[src/rtl/osp_pkg.sv]
// ----------------------------------------------------------------------------
// Ordered set package
// Types, sizes and operation codes shared by the ordered set modules.
// ----------------------------------------------------------------------------
package osp_pkg;

  localparam int CAPACITY = 256;
  localparam int IDX_W    = $clog2(CAPACITY);
  localparam int CNT_W    = IDX_W + 1;
  localparam int KEY_W    = 32;

  localparam logic [CNT_W-1:0] CAP_CNT  = CNT_W'(CAPACITY);
  localparam logic [KEY_W-1:0] SIGN_BIT = {1'b1, {(KEY_W-1){1'b0}}};

  localparam logic [2:0] OP_INSERT = 3'd0;
  localparam logic [2:0] OP_DELETE = 3'd1;
  localparam logic [2:0] OP_EXISTS = 3'd2;
  localparam logic [2:0] OP_PREV   = 3'd3;
  localparam logic [2:0] OP_NEXT   = 3'd4;

  typedef struct packed {
    logic [2:0]              op;
    logic signed [KEY_W-1:0] key;
  } osp_req_t;

  typedef struct packed {
    logic                    found;
    logic signed [KEY_W-1:0] value;
    logic                    status;
  } osp_res_t;

  typedef struct packed {
    logic             we;
    logic [IDX_W-1:0] waddr;
    logic [KEY_W-1:0] wdata;
    logic [IDX_W-1:0] raddr;
  } osp_mem_req_t;

  typedef enum logic [3:0] {
    S_IDLE,
    S_SRCH_RD,
    S_SRCH_CMP,
    S_PROBE,
    S_NBR,
    S_SH_RD,
    S_SH_WR,
    S_PUT,
    S_EMIT
  } osp_state_t;

endpackage

[src/rtl/osp_seq.sv]
// ----------------------------------------------------------------------------
// Ordered set sequencer
// Binary search over the sorted key RAM, then neighbour reads or a shift of
// the entries for insert and delete.
// ----------------------------------------------------------------------------
module osp_seq import osp_pkg::*; (
  input  logic         clk,
  input  logic         rst_n,
  input  logic         req_valid,
  input  osp_req_t     req,
  output logic         busy,
  input  logic         slot_free,
  output logic         res_valid,
  output osp_res_t     res,
  output osp_mem_req_t mem_req,
  input  logic [KEY_W-1:0] mem_rdata
);

  osp_state_t       state_r, state_nxt;
  logic [2:0]       op_r, op_nxt;
  logic [KEY_W-1:0] key_r, key_nxt;
  logic [CNT_W-1:0] lo_r, lo_nxt, hi_r, hi_nxt;
  logic [CNT_W-1:0] cnt_r, cnt_nxt, idx_r, idx_nxt;
  osp_res_t         res_r, res_nxt;

  logic [CNT_W:0]   mid_sum;
  logic [CNT_W-1:0] mid;
  logic             present;
  logic             is_ins;

  assign mid_sum = {1'b0, lo_r} + {1'b0, hi_r};
  assign mid     = mid_sum[CNT_W:1];
  assign present = (lo_r < cnt_r) && (mem_rdata == key_r);
  assign is_ins  = (op_r == OP_INSERT);

  // Next state.
  always_comb begin
    state_nxt = state_r;
    unique case (state_r)
      S_IDLE: begin
        if (req_valid && (req.op <= OP_NEXT)) state_nxt = S_SRCH_RD;
      end
      S_SRCH_RD:  state_nxt = (lo_r < hi_r) ? S_SRCH_CMP : S_PROBE;
      S_SRCH_CMP: state_nxt = S_SRCH_RD;
      S_PROBE: begin
        unique case (op_r)
          OP_INSERT: begin
            if (present)                state_nxt = S_IDLE;
            else if (cnt_r == CAP_CNT)  state_nxt = S_EMIT;
            else if (cnt_r == lo_r)     state_nxt = S_PUT;
            else                        state_nxt = S_SH_RD;
          end
          OP_DELETE: begin
            if (present && (lo_r + 1'b1 < cnt_r)) state_nxt = S_SH_RD;
            else                                  state_nxt = S_IDLE;
          end
          OP_PREV: state_nxt = (lo_r != '0) ? S_NBR : S_EMIT;
          OP_NEXT: begin
            if (present && (lo_r + 1'b1 < cnt_r)) state_nxt = S_NBR;
            else                                  state_nxt = S_EMIT;
          end
          default: state_nxt = S_EMIT;
        endcase
      end
      S_NBR:   state_nxt = S_EMIT;
      S_SH_RD: state_nxt = S_SH_WR;
      S_SH_WR: begin
        if (is_ins) state_nxt = (idx_r - 1'b1 == lo_r) ? S_PUT : S_SH_RD;
        else        state_nxt = (idx_r + 2'd2 == cnt_r) ? S_IDLE : S_SH_RD;
      end
      S_PUT:   state_nxt = S_IDLE;
      S_EMIT:  state_nxt = slot_free ? S_IDLE : S_EMIT;
      default: state_nxt = S_IDLE;
    endcase
  end

  // Datapath and RAM requests.
  always_comb begin
    op_nxt        = op_r;
    key_nxt       = key_r;
    lo_nxt        = lo_r;
    hi_nxt        = hi_r;
    cnt_nxt       = cnt_r;
    idx_nxt       = idx_r;
    res_nxt       = res_r;
    mem_req.we    = 1'b0;
    mem_req.waddr = idx_r[IDX_W-1:0];
    mem_req.wdata = mem_rdata;
    mem_req.raddr = lo_r[IDX_W-1:0];
    res_valid     = 1'b0;
    unique case (state_r)
      S_IDLE: begin
        op_nxt  = req.op;
        key_nxt = req.key ^ SIGN_BIT;
        lo_nxt  = '0;
        hi_nxt  = cnt_r;
        res_nxt = '{found: 1'b0, value: '0, status: 1'b0};
      end
      S_SRCH_RD: begin
        if (lo_r < hi_r) begin
          mem_req.raddr = mid[IDX_W-1:0];
          idx_nxt       = mid;
        end
      end
      S_SRCH_CMP: begin
        if (mem_rdata < key_r) lo_nxt = idx_r + 1'b1;
        else                   hi_nxt = idx_r;
      end
      S_PROBE: begin
        unique case (op_r)
          OP_INSERT: begin
            idx_nxt = cnt_r;
            if (!present && (cnt_r == CAP_CNT)) res_nxt.status = 1'b1;
          end
          OP_DELETE: begin
            idx_nxt = lo_r;
            if (present && !(lo_r + 1'b1 < cnt_r)) cnt_nxt = cnt_r - 1'b1;
          end
          OP_EXISTS: res_nxt.found = present;
          OP_PREV: mem_req.raddr = IDX_W'(lo_r - 1'b1);
          OP_NEXT: begin
            if (present) begin
              mem_req.raddr = IDX_W'(lo_r + 1'b1);
            end else if (lo_r < cnt_r) begin
              res_nxt.found = 1'b1;
              res_nxt.value = mem_rdata ^ SIGN_BIT;
            end
          end
          default: ;
        endcase
      end
      S_NBR: begin
        res_nxt.found = 1'b1;
        res_nxt.value = mem_rdata ^ SIGN_BIT;
      end
      S_SH_RD: begin
        mem_req.raddr = is_ins ? IDX_W'(idx_r - 1'b1) : IDX_W'(idx_r + 1'b1);
      end
      S_SH_WR: begin
        mem_req.we = 1'b1;
        if (is_ins) begin
          idx_nxt = idx_r - 1'b1;
        end else begin
          idx_nxt = idx_r + 1'b1;
          if (idx_r + 2'd2 == cnt_r) cnt_nxt = cnt_r - 1'b1;
        end
      end
      S_PUT: begin
        mem_req.we    = 1'b1;
        mem_req.waddr = lo_r[IDX_W-1:0];
        mem_req.wdata = key_r;
        cnt_nxt       = cnt_r + 1'b1;
      end
      S_EMIT: res_valid = slot_free;
      default: ;
    endcase
  end

  always_ff @(posedge clk) begin
    if (!rst_n) begin
      state_r <= S_IDLE;
      cnt_r   <= '0;
    end else begin
      state_r <= state_nxt;
      cnt_r   <= cnt_nxt;
    end
    op_r  <= op_nxt;
    key_r <= key_nxt;
    lo_r  <= lo_nxt;
    hi_r  <= hi_nxt;
    idx_r <= idx_nxt;
    res_r <= res_nxt;
  end

  assign busy = (state_r != S_IDLE);
  assign res  = res_r;

endmodule

[config.mk]
export PLATFORM = sky130hd
export DESIGN_NAME = osp_seq
export DESIGN_NICKNAME = d
export VERILOG_FILES = /design/src/rtl/osp_pkg.sv /design/src/rtl/osp_seq.sv
export SDC_FILE = /design/constraint.sdc
export NUM_CORES = 1
export LEC_CHECK = 0
export ABC_CLOCK_PERIOD_IN_PS = 9300
export BUFFER_PORTS_ARGS = -buffer_cell sky130_fd_sc_hd__buf_2
export CAP_MARGIN = 20
export CORE_MARGIN = 2
export CORE_UTILIZATION = 28
export DETAILED_ROUTE_END_ITERATION = 8
export GPL_ROUTABILITY_DRIVEN = 0
export PLACE_DENSITY = 0.52
export SYNTH_ARGS = -nofsm -noshare
export SYNTH_HDL_FRONTEND = slang
export SYNTH_SLANG_ARGS = --single-unit
[constraint.sdc]
create_clock -name clk -period 9.3 [get_ports clk]
set_input_delay 2.325 -clock clk [delete_from_list [all_inputs] [get_ports clk]]
set_output_delay 2.325 -clock clk [all_outputs]
set_load 0.1 [all_outputs]
==> reports/results.tsv <==
metric	value	unit
status	finished, final reports clean	
antenna_left	0	
die_y	177	um
start_kind	primary input	
cts_hold_buf	0	
post_dp_cell_area	0.00948	mm^2
grt-ovfl-total	0	
post_cts.repair.setup_buffers	0	
synth_cell_types	79	
crit_start	mem_rdata[18]	
dpl.cell_count	1422	
slowest_stage	nor2_1	
fmax	128	MHz
nNetsFinal	1195	
drcViolationCount	0	
critical-path-top-delay-family	simple AND/OR/NAND/NOR gates	
grt_pass1_vias	6907	
maxCapViolCount	0	
gr-usage-all-layers	0.168	
cts_root_buf	clkbuf_16	
syn_inst	917	
rsz0062_at_grt	false	
wl_per_cell	18.2	um
internal_power	983	uW
start_util	0.283	
worstPathBufferInverterCount	2	
regToRegStartpoint	lo_r[1]	
finalMaxSlewViolations	0	
tns	0	ps
cp-end-kind	primary output	
postCtsResizedCells	0	
ys.flop_type	edfxtp_1	
grt_antenna_before_repair	2	
yosysSeqAreaShare	0.376	
insertion_delay	370	ps
numCtsBuffers	9	
io_pins	156	
p_switching	844	uW
worst-setup-path-type	in -> out	
avgSynthCellArea	9.11	um^2
pwr-share-seq	0.369	
grt_max_degree	84	
p_leak	0.00424	uW
grt_pass1_wl	40.0	mm
hp-class	reg -> reg	
arrival	5470	ps
syn_area	0.00836	mm^2
io_buffers	155	
cts.clk_slew.worst_paths	70	ps
cts_max_path_buffers	2	
drt_wl_total	26.2	mm
fillers	3154	
cts_tree	yes	
pwr_density_cell	187	mW/mm^2
clock_skew	11.4	ps
relSlewSlack	0.395	
vdd_ir_drop_max	74.6	uV
async_reset_ff_frac	0	
hold_viol	0	
syn2layout_area_growth	16.9	%
htreeDepth	3	
instances_no_fill	1439	
synth-seq-cells	109	
synth_nets	1069	
crit_fanout	11	
via_count	7140	
core-area	0.0295	mm^2
fin_crit_sh	0.838	
fin_area	0.00977	mm^2
synth-edff-count	96	
layout.area.seq	0.00314	mm^2
synth-warning-count	0	
critical-path-max-stage-delay	690	ps
dieWidth	177	um
drive_above_1_share	0.207	
via_per_inst	4.96	
worst_slew_pin_slew	904	ps
clkPwrFrac	0.215	
setup_violations	0	
layout_min_cycle_time	7800	ps
drt_pass1_iterations	6	
worstHoldStart	cnt_r[7]	
dpl.hpwl	20.0	mm
cp.required	6980	ps
cp_cell_sequence	buf_2, ha_1, nand4_1, nor4_4, nand4_1, nor2_1, o311ai_2, o21bai_1, a221o_1, buf_2	
core.rowCount	63	
die_area	0.0312	mm^2
cts.sinks	109	
combPwrFrac	0.416	
p_sw_frac	0.462	
multi_input_area	0.00476	mm^2
drt-initial-drc-count	595	
==> placed cells by master, fill, tap and decap left out, types with 9 or more instances in the layout <==
cell	synthesis	layout
dfxtp_1	13	13
inv_1	66	66
buf_2	10	155
nand3_1	23	23
ha_1	79	79
clkbuf_16	0	9
xor2_1	19	19
a21o_1	15	15
o21ai_0	68	68
a21oi_1	67	65
mux2_2	12	12
nand4_1	15	15
nor2_1	71	71
edfxtp_1	96	96
and2_1	37	37
nand2_1	87	86
xnor2_1	39	39
nor3_1	16	15
==> layout make-up <==
type / count / share of cell area
diodes: 1 / 0.000256
well taps: 390 / 0.0500
multi-input cells: 691 / 0.487
clock buffers: 9 / 0.0231
repair buffers: 162 / 0.0848
flip-flops and latches: 109 / 0.322
inverters: 70 / 0.0269
clock inverters: 7 / 0.00602
==> logic make-up (layout without fill, tap and decap cells) <==
kind of cell,after synthesis,count (layout),share of synthesized area
adder cells (fa/ha/maj),81,81,0.123
AO/OA/AOI/OAI,236,236,0.183
other,0,1,0
buffers and inverters,117,248,0.0572
XOR/XNOR,58,58,0.0608
multiplexers,16,16,0.0210
flip-flops,109,109,0.376
AND/OR/NAND/NOR,300,300,0.179
==> metrics by stage <==
stage / utilization / total power [uW] / hold WS (ps) / setup WS (ps)
detailed placement: 0.322 / 1440 / 597 / 1530
floorplan: - / 1270 / 499 / 1420
global route: 0.331 / 1910 / 660 / 1330
finish: 0.331 / 1830 / 603 / 1500
CTS: 0.331 / 1840 / 607 / 1530
global placement: 0.322 / 1440 / 589 / 1610
==> layer usage <==
layer	vias to the layer above	global-route usage	share of wire
met5	-	0	0
met4	0	0.0458	0.019
met3	25	0.0277	0.053
met2	197	0.289	0.49
met1	3371	0.218	0.44
li1	3547	-	-
==> registers in the layout, summed over array words and instances, names as in the netlist <==
| register | count |
|---|---|
| lo_r | 9 |
| idx_r | 9 |
| cnt_r | 9 |
| res | 34 |
| key_r | 32 |
| op_r | 3 |
| hi_r | 9 |
| state_r | 4 |
==> power by group through the flow <==
stage          combinational [uW]  sequential, uW  clock (uW)
5_1_grt                       815             683         415
6_report                      760             675         392
4_1_cts                       762             673         400
2_1_floorplan                 476             794           0
3_5_place_dp                  758             684           0
3_3_place_gp                  759             684           0
==> cell usage after synthesis, drive strengths merged (5+ instances only) <==
cell type   n  area share
edfxtp     96        0.34
xnor2      39       0.041
nand3      25       0.016
a21oi      67       0.040
nand4      16       0.013
mux2       12       0.016
nor4        6      0.0063
o41ai       5      0.0052
and2       37       0.028
or3         7      0.0052
dfxtp      13       0.031
o31ai       7      0.0085
nor2b       7      0.0052
o211ai      5      0.0051
nor2       71       0.032
and3        5      0.0039
a21o       16       0.015
nand2      89       0.041
nor3       17       0.011
clkbuf     32       0.014
nor3b       7      0.0075
o221ai      7      0.0073
ha         79        0.12
o21ai      74       0.044
o21a        7      0.0063
xor2       19       0.020
buf        15       0.011
nand2b      5      0.0037
inv        69       0.031
==> tightest hold or removal path, cell delays in order, from the launching register on <==
cell and delay [ps]:
dfxtp_1 390, o21ai_0 110, a21oi_1 60
==> final timing paths <==
| kind | endpoint | slack (ps) | depth (start not counted) |
|---|---|---|---|
| setup / recovery | mem_req[3] | 1500 | 10 |
| hold / removal | cnt_r[7] | 600 | 2 |
| setup reg to reg | cnt_r[6] | 5490 | 11 |
| hold reg to reg | cnt_r[7] | 600 | 2 |
Power figures use the tool's default switching activity.
